===== src/rtl/core/tna_pkg.sv =====
// Shared types, constants and helpers for the timetable next-arrival block.
package tna_pkg;

    localparam int TABLE_DEPTH     = 256;
    localparam int TIME_W          = 20;
    localparam int RESULT_W        = 22;
    localparam int SECONDS_PER_DAY = 24 * 3600;
    localparam int MAX_DAYS        = (1 << TIME_W) / SECONDS_PER_DAY;
    // Spans every cell of the row plus the result register.
    localparam int LATENCY         = TABLE_DEPTH + 1;

    localparam logic OP_APPEND = 1'b0;
    localparam logic OP_QUERY  = 1'b1;

    localparam logic [1:0] ST_OK    = 2'd0;
    localparam logic [1:0] ST_FULL  = 2'd1;
    localparam logic [1:0] ST_EMPTY = 2'd2;

    localparam logic CFG_FIXED_MODE     = 1'b0;
    localparam logic CFG_FIXED_DURATION = 1'b1;

    typedef struct packed {
        logic              operation;
        logic [TIME_W-1:0] start_time;
        logic [TIME_W-1:0] arr_time;
    } t_req;

    typedef struct packed {
        logic [RESULT_W-1:0] result_time;
        logic [1:0]          status;
    } t_rsp;

    typedef struct packed {
        logic              fixed_mode;
        logic [TIME_W-1:0] fixed_duration;
    } t_cfg;

    // Request travelling down the cell row with its running search state.
    typedef struct packed {
        logic              valid;
        logic              operation;
        logic [TIME_W-1:0] start_time;
        logic [TIME_W-1:0] arr_time;
        logic              done;      // append: key stored or overwritten
        logic              any;       // query: at least one valid entry seen
        logic [TIME_W-1:0] min_key;
        logic [TIME_W-1:0] min_arr;
        logic              has_succ;
        logic [TIME_W-1:0] succ_key;
        logic [TIME_W-1:0] succ_arr;
    } t_wave;

    // Next midnight strictly after t. The compares are independent; the
    // conditions are monotone so the last one that holds wins.
    function automatic logic [RESULT_W-1:0] next_midnight(input logic [TIME_W-1:0] t);
        logic [RESULT_W-1:0] m;
        m = RESULT_W'(SECONDS_PER_DAY);
        for (int k = 1; k <= MAX_DAYS; k++) begin
            if (RESULT_W'(t) >= RESULT_W'(k * SECONDS_PER_DAY)) begin
                m = RESULT_W'((k + 1) * SECONDS_PER_DAY);
            end
        end
        return m;
    endfunction

endpackage


===== src/rtl/core/tna_cell.sv =====
// One timetable cell: holds a single entry and updates the passing request.
module tna_cell (
    input  logic          i_clk,
    input  logic          i_rst_n,
    input  tna_pkg::t_wave i_wave,
    output tna_pkg::t_wave o_wave
);
    import tna_pkg::*;

    logic              r_valid;
    logic [TIME_W-1:0] r_key;
    logic [TIME_W-1:0] r_arr;
    logic              n_valid;
    logic [TIME_W-1:0] n_key;
    logic [TIME_W-1:0] n_arr;
    t_wave             r_wave;
    t_wave             n_wave;

    always_comb begin
        n_valid = r_valid;
        n_key   = r_key;
        n_arr   = r_arr;
        n_wave  = i_wave;
        if (i_wave.valid && i_wave.operation == OP_APPEND && !i_wave.done) begin
            if (r_valid && r_key == i_wave.start_time) begin
                n_arr       = i_wave.arr_time;
                n_wave.done = 1'b1;
            end else if (!r_valid) begin
                // valid entries are contiguous: first free cell takes the key
                n_valid     = 1'b1;
                n_key       = i_wave.start_time;
                n_arr       = i_wave.arr_time;
                n_wave.done = 1'b1;
            end
        end
        if (i_wave.valid && i_wave.operation == OP_QUERY && r_valid) begin
            n_wave.any = 1'b1;
            if (!i_wave.any || r_key < i_wave.min_key) begin
                n_wave.min_key = r_key;
                n_wave.min_arr = r_arr;
            end
            if (r_key > i_wave.start_time && (!i_wave.has_succ || r_key < i_wave.succ_key)) begin
                n_wave.has_succ = 1'b1;
                n_wave.succ_key = r_key;
                n_wave.succ_arr = r_arr;
            end
        end
    end

    always_ff @(posedge i_clk) begin
        if (!i_rst_n) begin
            r_valid <= 1'b0;
            r_wave  <= '0;
        end else begin
            r_valid <= n_valid;
            r_wave  <= n_wave;
        end
        r_key <= n_key;
        r_arr <= n_arr;
    end

    assign o_wave = r_wave;

endmodule


===== config.mk =====
export PLATFORM = sky130hd
export DESIGN_NAME = tna_cell
export DESIGN_NICKNAME = d
export VERILOG_FILES = /design/src/rtl/core/tna_pkg.sv /design/src/rtl/core/tna_cell.sv
export SDC_FILE = /design/constraint.sdc
export NUM_CORES = 1
export LEC_CHECK = 0
export BUFFER_PORTS_ARGS = -buffer_cell sky130_fd_sc_hd__buf_2
export CORE_MARGIN = 5
export CORE_UTILIZATION = 40
export CTS_CLUSTER_SIZE = 28
export DETAILED_ROUTE_END_ITERATION = 7
export PLACE_DENSITY = 0.67
export SLEW_MARGIN = 10
export SYNTH_ARGS = -nofsm -noshare
export SYNTH_HDL_FRONTEND = slang
export SYNTH_SLANG_ARGS = --single-unit

===== constraint.sdc =====
create_clock -name i_clk -period 3.3 [get_ports i_clk]
set_clock_uncertainty 0.1 [all_clocks]
set_input_delay 0.495 -clock i_clk [delete_from_list [all_inputs] [get_ports i_clk]]
set_output_delay 0.495 -clock i_clk [all_outputs]
set_load 0.02 [all_outputs]

==> flow_summary.toml <==
[global_route]
first_pass_grt_wire_length_um = 28000
grt.overflow.total = 0
antenna_violations_before_repair = 1
global_route.usage.total = 0.176
grt_pass1_vias = 5417
pin_count_of_the_biggest_net_entering_global_routing = 86

[yosys]
synth.top_cell.area_share = 0.361
post_synth_instance_area_um2 = 6980
synthTopCellsByCount = "nand2_1 (134), dfxtp_1 (126), mux2i_1 (80), inv_1 (60), ha_1 (58)"
synth_top_flop_cell = "dfxtp_1"
yosysSeqAreaShare = 0.533
asyncSetResetFlopFracSynth = 0
syn-num-nets = 841
synth_top_cells_by_area = "dfxtp_1 (36%), edfxtp_1 (17%), mux2i_1 (11%)"
yosys.cell_types.count = 35
synth_edf_count = 40
yosys_register_bits = 166
yosysMostFrequentCell = "nand2_1"
syn_inst_count = 656
synth_warnings = 0
synth.avg_cell_area_um2 = 10.6
synth_area_leader_cell = "dfxtp_1"

[clock_network]
cts_sinks = 166
cts_setup_buffers = 0
root_buffer = "clkbuf_16"
cts.reportedPaths.clkPinSlew_ps = 70
post_cts_resized = 0
cts-buffers-inserted = 17
cts-root-to-sink-buffers = 2
h_tree_lvls = 4
tritoncts_clock_tree = "built"
clk-insertion-delay-late_ps = 420
post_cts_hold_buffer_count = 0

[detailed_routing]
via_count = 5311
wirelength_um = 17800
post-route-drc-count = 0
antenna_left = 0
wl_per_cell_um = 15.5
vias_per_cell = 4.63
detailedRoute.firstPassIterationCount = 4
drt_iter0_drc = 202

[power_and_ir_drop]
combinationalPowerShare = 0.118
total_leakage_power_nw = 4.40
total_switching_power_mw = 1.27
power_density_nw_per_um2 = 531
switching_share = 0.263
power_report.internal_total_mw = 3.56
sequentialPowerShare = 0.458
power.share.clock = 0.423
worst_ir_drop_vdd_uv = 339

[sta]
post-route-period-util = 0.835
max_clock_freq_mhz = 363
tightestPinTransition_ps = 546
final_hold_viol_count = 0
timing.slew.headroom = 0.636
final.setup.tns_ps = 0
setup_repair_after_global_routing_missed_its_margin = "false"
final_period_minus_worst_setup_slack_ps = 2750
timing_max_transition_violations_final = 0
setup_viol = 0
finalWorstSetupSlack_ps = 546

[critical_path]
required_arrival_time_at_the_worst_endpoint_ps = 3540
cp_max_fanout = 22
worstSetupStartpointType = "flop"
worst-setup-path-type = "reg2reg"
data_arrival_time_of_the_critical_path_ps = 3000
worst_setup_path_end_kind = "flop"

[final_layout]
area_growth_syn_to_layout_pct = 30.4
num-nets-final = 1094
drive_gt1_frac = 0.324

[die]
core_um2 = 17200
row_count = 48
io_pins = 252
floorplan.die_area_um2 = 20200
dieHeight_um = 142
initial_utilization = 0.405
dieWidth_um = 142

[place]
dp_hpwl_um = 13900
dp_slack_ps = 424
gp_congestion = 0.870
port_buffers = 251

[status]
status = "completed"

[run]
max-cap-violations = 0

[hold_path]
hold_class = "in2reg"
path summary, 6_finish.rpt:
kind / from / end / slack, ps / cells after the start
worst max-delay path: r_key[1]$_DFFE_PP_ / o_wave[49]$_SDFF_PN0_ / 550 / 7
worst min-delay path: i_wave[97] / r_arr[14]$_DFFE_PP_ / 160 / 1
worst max register to register: r_key[1]$_DFFE_PP_ / o_wave[49]$_SDFF_PN0_ / 550 / 7
worst min register to register: r_arr[13]$_DFFE_PP_ / o_wave[54]$_SDFF_PN0_ / 430 / 2
placed cells by master (no fill, tap or decap), drive strengths merged, types with 2 or more instances in the layout:
cell	Yosys	final
a21boi	3	3
a21o	6	6
a21oi	25	25
and2	43	43
and4	2	2
buf	8	260
bufinv	0	2
clkbuf	18	17
clkinv	0	3
clkinvlp	0	2
dfxtp	126	126
edfxtp	40	40
ha	58	58
inv	60	68
mux2i	80	80
nand2	134	134
nand2b	3	3
nand3	5	5
nand4	6	6
nor2	9	9
nor3	2	2
nor4	3	3
o21a	2	2
o21ai	12	12
state kept, by name, summed over array words and instances (netlist names):
name and flops:
r_key 20, r_valid 1, r_arr 20, o_wave 125
area by class of cell:
type                            instances  area (um2)
Clock buffer                           17         425
Timing Repair Buffer                  260        1380
Inverter                               60         225
Clock inverter                         15         186
Sequential cell                       166        3720
Multi-Input combinational cell        404        2880
Fill cell                            1607        8130
Antenna cell                            1        2.50
Tap cell                              225         282
kinds of logic (layout without fill, tap and decap cells):
| family | Yosys count | after routing | share of synthesized area |
|---|---|---|---|
| adders and majority gates | 58 | 58 | 0.104 |
| muxes | 80 | 80 | 0.115 |
| AOI/OAI and AO/OA | 53 | 53 | 0.0507 |
| buffers and inverters | 86 | 352 | 0.0548 |
| other | 0 | 1 | 0 |
| and+or+nand+nor | 213 | 213 | 0.143 |
| DFF | 166 | 166 | 0.533 |
critical path, stage by stage (launching register included):
cell      delay, ps
edfxtp_1        480
ha_1            310
a2111o_1        350
a21oi_1         230
o21ai_1         170
a221oi_4        340
buf_4           440
mux2i_1         230
power by group through the flow:
stage | sequential (mW) | clock [mW] | combinational (mW)
floorplan | 2.37 | 0 | 0.216
global placement | 2.26 | 0 | 0.571
detailed placement | 2.26 | 0 | 0.578
CTS | 2.22 | 2.10 | 0.581
global route | 2.22 | 2.19 | 0.639
finish | 2.22 | 2.05 | 0.573
metrics by stage:
step	hold slack (ps)	power, mW	util	instance area [um2]	cells
after CTS	134	4.90	0.528	9100	1147
after detailed placement	421	2.84	0.493	8490	1115
final	162	4.84	0.528	9100	1148
after global placement	411	2.83	0.493	8490	1115
after floorplan	374	2.59	-	6980	656
after global routing	128	5.06	0.528	9100	1147
metal layers:
layer,GRT usage,wire length [um],vias to the layer above
met2,0.291,8320,171
li1,-,-,2697
met4,0.0500,320,2
met3,0.0665,1550,24
met1,0.216,7620,2417
met5,0,13,-
Note: power is estimated with default switching activity, not from simulation.
