===== src/rtl/core/tna_pkg.sv =====
// Shared types, constants and helpers for the timetable next-arrival block.
package tna_pkg;

    localparam int TABLE_DEPTH     = 256;
    localparam int TIME_W          = 20;
    localparam int RESULT_W        = 22;
    localparam int SECONDS_PER_DAY = 24 * 3600;
    localparam int MAX_DAYS        = (1 << TIME_W) / SECONDS_PER_DAY;
    // Spans every cell of the row plus the result register.
    localparam int LATENCY         = TABLE_DEPTH + 1;

    localparam logic OP_APPEND = 1'b0;
    localparam logic OP_QUERY  = 1'b1;

    localparam logic [1:0] ST_OK    = 2'd0;
    localparam logic [1:0] ST_FULL  = 2'd1;
    localparam logic [1:0] ST_EMPTY = 2'd2;

    localparam logic CFG_FIXED_MODE     = 1'b0;
    localparam logic CFG_FIXED_DURATION = 1'b1;

    typedef struct packed {
        logic              operation;
        logic [TIME_W-1:0] start_time;
        logic [TIME_W-1:0] arr_time;
    } t_req;

    typedef struct packed {
        logic [RESULT_W-1:0] result_time;
        logic [1:0]          status;
    } t_rsp;

    typedef struct packed {
        logic              fixed_mode;
        logic [TIME_W-1:0] fixed_duration;
    } t_cfg;

    // Request travelling down the cell row with its running search state.
    typedef struct packed {
        logic              valid;
        logic              operation;
        logic [TIME_W-1:0] start_time;
        logic [TIME_W-1:0] arr_time;
        logic              done;      // append: key stored or overwritten
        logic              any;       // query: at least one valid entry seen
        logic [TIME_W-1:0] min_key;
        logic [TIME_W-1:0] min_arr;
        logic              has_succ;
        logic [TIME_W-1:0] succ_key;
        logic [TIME_W-1:0] succ_arr;
    } t_wave;

    // Next midnight strictly after t. The compares are independent; the
    // conditions are monotone so the last one that holds wins.
    function automatic logic [RESULT_W-1:0] next_midnight(input logic [TIME_W-1:0] t);
        logic [RESULT_W-1:0] m;
        m = RESULT_W'(SECONDS_PER_DAY);
        for (int k = 1; k <= MAX_DAYS; k++) begin
            if (RESULT_W'(t) >= RESULT_W'(k * SECONDS_PER_DAY)) begin
                m = RESULT_W'((k + 1) * SECONDS_PER_DAY);
            end
        end
        return m;
    endfunction

endpackage


===== src/rtl/core/tna_result.sv =====
// Result stage: turns the request leaving the cell row into a response.
module tna_result (
    input  logic           i_clk,
    input  logic           i_rst_n,
    input  tna_pkg::t_wave i_wave,
    input  tna_pkg::t_cfg  i_cfg,
    output logic           o_done,
    output tna_pkg::t_rsp  o_rsp
);
    import tna_pkg::*;

    logic r_done;
    t_rsp r_rsp;
    t_rsp n_rsp;

    always_comb begin
        n_rsp.result_time = '0;
        n_rsp.status      = ST_OK;
        if (i_wave.operation == OP_APPEND) begin
            n_rsp.status = i_wave.done ? ST_OK : ST_FULL;
        end else if (i_cfg.fixed_mode) begin
            n_rsp.result_time = RESULT_W'(i_wave.start_time) + RESULT_W'(i_cfg.fixed_duration);
        end else if (!i_wave.any) begin
            n_rsp.status = ST_EMPTY;
        end else if (i_wave.has_succ) begin
            n_rsp.result_time = RESULT_W'(i_wave.succ_arr);
        end else begin
            n_rsp.result_time = next_midnight(i_wave.start_time) + RESULT_W'(i_wave.min_arr);
        end
    end

    always_ff @(posedge i_clk) begin
        if (!i_rst_n) begin
            r_done <= 1'b0;
        end else begin
            r_done <= i_wave.valid;
        end
        r_rsp <= n_rsp;
    end

    assign o_done = r_done;
    assign o_rsp  = r_rsp;

endmodule


===== config.mk =====
export PLATFORM = sky130hd
export DESIGN_NAME = tna_result
export DESIGN_NICKNAME = d
export VERILOG_FILES = /design/src/rtl/core/tna_pkg.sv /design/src/rtl/core/tna_result.sv
export SDC_FILE = /design/constraint.sdc
export NUM_CORES = 1
export LEC_CHECK = 0
export BUFFER_PORTS_ARGS = -buffer_cell sky130_fd_sc_hd__buf_2
export CAP_MARGIN = 20
export CORE_ASPECT_RATIO = 1.2
export CORE_MARGIN = 3
export CORE_UTILIZATION = 25
export CTS_CLUSTER_SIZE = 16
export DETAILED_ROUTE_END_ITERATION = 10
export PLACE_DENSITY_LB_ADDON = 0.2
export SLEW_MARGIN = 0
export SYNTH_ARGS = -nofsm -noshare
export SYNTH_HDL_FRONTEND = slang
export SYNTH_SLANG_ARGS = --single-unit

===== constraint.sdc =====
create_clock -name i_clk -period 5.3 [get_ports i_clk]
set_input_delay 0.265 -clock i_clk [delete_from_list [all_inputs] [get_ports i_clk]]
set_output_delay 0.265 -clock i_clk [all_outputs]
set_load 0.01 [all_outputs]

==> summary.md, run 1 <==
| Metric | Value |
|---|---|
| CTS Hold Bufs | `0` |
| Met1 usage | `0.206` |
| Top-count cell post-synth | `a21oi_1` |
| Worst slew pin tran | `0.709 ns` |
| Die area | `13700 um^2` |
| Crit path launch type | `primary input` |
| Ranking of synthesized cells by area | `dfxtp_1 (16%), ha_1 (13%), a21oi_1 (7.9%)` |
| Num CTS Buffers | `3` |
| Logic pwr share | `0.517` |
| Starting DRT DRC Count | `152` |
| Leakage dissipation | `~1.8 nW` |
| Setup ws final | `1.27 ns` |
| Initial core utilization | `0.261` |
| Element type at the critical path end | `flip-flop` |
| Setup Fix Bufs, Post-CTS | `0` |
| Library cells used by synthesis | `between 50 and 60` |
| Synthesis warning total | `0` |
| RSZ-0062 raised after global routing | `no` |
| Max Cap Viol | `0` |
| Total nets after synthesis | `598` |
| Syn Inst Count | `415` |
| Post-synthesis compound-gate area fraction | `0.343` |
| Layout Nets | `between 600 and 700` |
| Worst hold path type | `in -> reg` |
| Vias per inst | `5.06` |
| Antenna violations before repair | `0` |
| Clock transition at path regs | `0.06 ns` |
| FF+latch count, synth | `25` |
| Seq pwr share | `0.272` |
| Required @ worst endpoint | `5.44 ns` |
| H-Tree Depth | `1` |
| Final WL | `between 10 and 15 mm` |
| Psw | `0.000293 W` |
| Slew Viols, Final | `0` |
| DRT Pass-1 Iters | `4` |
| Layout cell share with drive strength beyond 1 | `0.238` |
| Register area share after synthesis | `0.162` |
| Dpl cells | `666` |
| WP data arrival | `about 4.2 ns` |
| GR met2 Demand/Resource | `0.227` |
| Clock power frac | `0.210` |
| Fin cells | `670` |
| Fmax achieved | `roughly 0.25 GHz` |
| GRT overflow | `0` |
| Final Hold Fails | `0` |
| CORE AREA | `11800 um^2` |
| Run status | `complete, no violations` |
| Int Power | `about 0.00048 W` |
| Sink Count | `25` |
| Adder-Cell Fraction of Synth Area | `0.147` |
| Avg Inst Size Synth | `7.44 um^2` |
| Worst hold stages | `2` |
| DIE HEIGHT | `128 um` |
| Power Density | `between 150 and 200 nW/um^2` |
| GRT Overall Usage | `0.142` |
| I/O Buffers | `112` |
| Leading area contributor after synthesis | `dfxtp_1` |
| Dpl hpwl | `slightly below 9 mm` |
| Fin crit share | `0.760` |
| Synthesis-to-layout area growth | `24.8%` |
| Gpl congestion | `0.825` |
| Endpoints failing setup | `0` |
| Top Ports | `173` |
| CTS tree | `yes` |
| Multiplexer share of the synthesized area | `0.0324` |
| Post-synthesis xor/xnor area fraction | `0.0709` |
| Clock Root Buffer | `clkbuf_16` |
| Post-Place Setup Slack | `1.06 ns` |
| Hold Path End | `o_rsp[0]` |
| Synth Flop Type | `dfxtp_1` |
| Post-synth ARST share | `0` |
| Most instantiated cells after synthesis | `a21oi_1 (49), ha_1 (33), dfxtp_1 (25), nand2_1 (25), nor2_1 (25)` |
| Resized cells post-CTS | `0` |
| GR peak layer | `met2` |
| Post-synth EDFFs | `0` |
| Width of the die | `107 um` |
| Met3 Use GR | `0.0106` |
| Post-Synth Simple-Gate Area | `0.205` |
| Crit Path Max Fanout | `11` |
| Routed len/inst | `roughly 15 um` |
| CP Class | `in -> reg` |
| Setup TNS | `0 ns` |
| Minimum clock period | `4.03 ns` |
| Hold Crit Start | `i_wave[82]` |
| Worst vdd ir | `around 0.12 mV` |
| Slew HR | `0.525` |
| Clock buffer depth | `2` |
| Via count of the first global-routing pass | `3153` |
| Power Total | `0.000770 W` |
| Yosys top cell area share | `0.162` |
| Post-route ant nets | `0` |
| First-pass GRT wire length | `15.9 mm` |
| Largest family of logic cells by synthesized area | `compound AO/OA/AOI/OAI gates` |
| Diode count | `0` |
| # rows | `43` |
| DR vias | `roughly 3400` |
| Largest net degree at the start of global routing | `31` |
| Sw Ratio | `0.380` |
| Area of the mapped netlist | `3090 um^2` |
| # DRC | `0` |
power groups by stage:
stage          Sequential, W  Clock (W)  Combinational, W
2_1_floorplan       0.000224          0          0.000259
3_3_place_gp        0.000214          0          0.000394
3_5_place_dp        0.000214          0          0.000398
4_1_cts             0.000210   0.000167          0.000400
5_1_grt             0.000211   0.000175          0.000446
6_report            0.000210   0.000162          0.000398
area by class of cell:
cell class / count / area [um^2]
Sequential cell: 25 / 500
Multi-Input combinational cell: 358 / 2460
Inverter: 14 / 52.6
Timing Repair Buffer: 112 / 561
Clock buffer: 4 / 78.8
Fill cell: 1304 / 7980
Tap cell: 157 / 196
routing by layer:
layer | up-vias | part of all wire
met3 | 8 | 0.045
met2 | 87 | 0.46
met4 | 0 | 0.021
li1 | 1758 | -
met1 | 1534 | 0.47
met5 | - | 0
logic make-up (layout without fill, tap and decap cells):
group,after synthesis,in the layout
and+or+nand+nor,123,123
adders and majority gates,35,35
DFF,25,25
muxes,10,10
buffers and inverters,32,130
AOI/OAI and AO/OA,165,165
xor gates and xnor gates,25,25
worst max path at each step:
stage	from	end	slack (ns)	cells after the start
global route	i_wave[112]	o_rsp[21]	0.97	17
global placement	i_wave[112]	o_rsp[21]	1.11	17
floorplan	i_wave[112]	o_rsp[21]	1.45	17
finish	i_wave[112]	o_rsp[21]	1.27	17
detailed placement	i_wave[112]	o_rsp[21]	1.06	17
CTS	i_wave[112]	o_rsp[21]	1.30	17
placed cells by master (no fill, tap or decap), types with 3 or more instances in the layout:
cell       instances
ha_1              33
clkbuf_16          3
nand2b_1          12
o22ai_1            8
xnor2_1           10
a41oi_1            3
and2_1             6
a21oi_1           49
o21a_1             4
nor3_1             8
nand2_1           25
a31oi_1            8
o211ai_1           9
nor2b_1           13
buf_2            112
or3_1              6
a211oi_1           6
and3_1             7
o21ai_1           14
mux2i_1           10
o31ai_1            4
o21ai_0           20
inv_1             14
a21o_1            12
xor2_1            15
a22oi_1            3
nand4_1           10
nand3_1            5
dfxtp_1           25
nor2_1            25
critical path: stages:
cell	delay, ns
buf_2	0.17
a2111oi_2	0.37
o21ai_1	0.17
or2_0	0.23
a21oi_1	0.19
or2_1	0.15
a22oi_1	0.10
a221o_1	0.31
ha_1	0.22
fa_1	0.43
a211o_1	0.31
a21o_1	0.18
a211o_1	0.30
nor3_2	0.14
o21bai_1	0.13
xor2_1	0.16
a221o_1	0.34
through the flow:
step / instance area, um^2 / utilization / hold WS [ns]
5_1_grt: 3850 / 0.325 / 0.179
6_report: 3850 / 0.325 / 0.177
2_1_floorplan: 3090 / - / 0.337
3_5_place_dp: 3770 / 0.319 / 0.440
3_3_place_gp: 3770 / 0.319 / 0.436
4_1_cts: 3850 / 0.325 / 0.172
state kept, by name (all words and copies together) (netlist names):
| name | count |
|---|---|
| o_rsp | 24 |
| o_done | 1 |
Note: power is estimated with default switching activity, not from simulation.
==> run 2: changes to the inputs <==
Clock period 5.3 ns to 3.2 ns, I/O delays scaled along.
==> run 2 against run 1 <==
Against the previous run: the run now ends with setup timing left; sequential cell count is the same; power grew 92%; hold slack lost 0.12 ns; core utilization grew 7.3 points; final cell count grew 12%; sequential power grew 66%; non-clock buffer count grew 78; critical endpoint unchanged.
==> summary.md, run 2 (synthesis results as in run 1) <==
| Metric | Value |
|---|---|
| Starting DRT DRC Count | `117 (was 152)` |
| Post-route ant nets | `0 (unchanged)` |
| Largest net degree at the start of global routing | `31 (unchanged)` |
| Layout Nets | `775 (was 697)` |
| CORE AREA | `11800 um^2 (unchanged)` |
| DR vias | `3737 (was 3387)` |
| Via count of the first global-routing pass | `3503 (was 3153)` |
| CTS Hold Bufs | `0 (unchanged)` |
| Minimum clock period | `3.53 ns` |
| Clock transition at path regs | `0.06 ns (about the same)` |
| Power Density | `313 nW/um^2 (was 200 nW/um^2)` |
| DIE HEIGHT | `128 um (unchanged)` |
| Vias per inst | `5.00 (was 5.06)` |
| Dpl hpwl | `9.36 mm (was 8.64 mm)` |
| Most frequent cells in the layout | `buf_2 (109), buf_4 (71), a21oi_1 (37) (was buf_2 (112), a21oi_1 (49), ha_1 (33))` |
| Fin cells | `748 (was 670)` |
| Fillers | `1268 (was 1304)` |
| Post-DP Area | `4280 um^2 (was 3770 um^2)` |
| Run status | `finished with violations (was complete, no violations)` |
| Worst slew pin tran | `0.685 ns (was 0.709 ns)` |
| GRT Overall Usage | `0.154 (was 0.142)` |
| H-Tree Depth | `1 (unchanged)` |
| Required @ worst endpoint | `3.34 ns (was 5.44 ns)` |
| Max reg flops | `24 (unchanged)` |
| Setup ws final | `-0.327 ns (was 1.27 ns)` |
| Clock Root Buffer | `clkbuf_16 (unchanged)` |
| Width of the die | `107 um (unchanged)` |
| Max Cap Viol | `0 (unchanged)` |
| Initial core utilization | `0.261 (unchanged)` |
| Routed len/inst | `15.2 um (about the same)` |
| Final Hold Fails | `0 (unchanged)` |
| Top Ports | `173 (unchanged)` |
| WP data arrival | `3.67 ns (was 4.17 ns)` |
| GRT overflow | `0 (unchanged)` |
| # DRC | `0 (unchanged)` |
| Synthesis-to-layout area growth | `52.9% (was 24.8%)` |
| Clock buffer depth | `2 (unchanged)` |
| Endpoints failing setup | `10 (was 0)` |
| Antenna violations before repair | `0 (unchanged)` |
| DRT Pass-1 Iters | `5 (was 4)` |
| Num CTS Buffers | `3 (unchanged)` |
| Leakage dissipation | `2.24 nW (was 1.81 nW)` |
| Diode count | `0 (unchanged)` |
| Element type at the critical path end | `flip-flop (unchanged)` |
| Post-Place Setup Slack | `-0.655 ns (was 1.06 ns)` |
| Slew Viols, Final | `0 (unchanged)` |
| Commonest non-fill, non-tap cell in the layout | `buf_2 (unchanged)` |
| Crit path launch type | `primary input (unchanged)` |
| RSZ-0062 raised after global routing | `yes (was no)` |
| Violated checks | `setup timing` |
| Fmax achieved | `about 0.28 GHz` |
| Worst vdd ir | `0.174 mV (was 0.115 mV)` |
| CTS tree | `yes (unchanged)` |
| Gpl congestion | `0.923 (was 0.825)` |
| Final non-filler cell area | `4720 um^2 (was 3850 um^2)` |
| Final core utilization | `0.399 (was 0.325)` |
| Final WL | `11.4 mm (was 10.2 mm)` |
| # rows | `43 (unchanged)` |
| Layout cell share with drive strength beyond 1 | `0.404 (was 0.238)` |
| Die area | `13700 um^2 (unchanged)` |
| Sink Count | `25 (unchanged)` |
| Fin crit share | `1.10` |
| Slew HR | `0.543 (was 0.525)` |
| Worst hold path type | `in -> reg (unchanged)` |
| Crit Path Max Fanout | `3 (was 11)` |
| Dpl cells | `731 (was 666)` |
| First-pass GRT wire length | `17.3 mm (was 15.9 mm)` |
| CP Class | `in -> reg (unchanged)` |
| I/O Buffers | `112 (unchanged)` |
-- run 2: cell types whose count changed in the layout (fill, tap and decap cells not counted), sizes merged --
cell,change
clkbuf,-1
clkinv,+1
buf,+78
-- run 2: power breakdown --
part	total, W	leakage, nW	internal (W)	switching (W)
registers	0.000349	0.207	0.000341	0.00000751
logic	0.000860	1.99	0.000412	0.000448
clock network	0.000269	0.0409	0.000168	0.000102
total	0.00148	2.24	0.000922	0.000557
-- run 2: final timing paths --
path,start,endpoint,cells past startpoint
max,i_wave[111],o_rsp[21],17
min,i_wave[82],o_rsp[0],2
-- run 2: layer usage --
metal	GRT usage	wire length, um
met1	0.207	4960
met2	0.274	5750
met3	0.0126	577
met4	0.0208	68
met5	0	0
-- run 2: per-stage QoR --
stage          power, W  TNS [ns]  hold slack [ns]
3_3_place_gp    0.00110     -4.74            0.319
4_1_cts         0.00139    -0.936           0.0551
6_report        0.00148     -1.35           0.0558
2_1_floorplan  0.000805    -0.745            0.232
5_1_grt         0.00159     -2.86           0.0549
3_5_place_dp    0.00110     -4.84            0.320
-- run 2: repair_timing --
item | 4_1_cts | 5_1_grt
resized for setup | 14 | 49
pin swaps | 7 | 28
setup endpoints to repair | 10 | 12
buffers inserted | 5 | 10
endpoints found under the hold margin | 0 | 0
-- run 2: worst max-delay path: stages --
cell       delay (ns)
buf_6            0.10
a2111oi_4        0.37
o21ai_2          0.10
or2_1            0.22
a21oi_2          0.13
or2_1            0.16
a22oi_2          0.10
a221o_1          0.31
ha_2             0.19
fa_2             0.34
a211o_1          0.29
a21o_1           0.19
a211o_1          0.30
nor3_2           0.11
o21bai_1         0.12
xor2_1           0.15
a221o_1          0.34
-- run 2: layout make-up --
class	count	area [um^2]	area share
Timing Repair Buffer	190	1190	0.253
Multi-Input combinational cell	358	2700	0.571
Sequential cell	25	500	0.106
Clock inverter	1	5.00	0.00106
Inverter	14	52.6	0.0111
Clock buffer	3	75.1	0.0159
Tap cell	157	196	0.0416
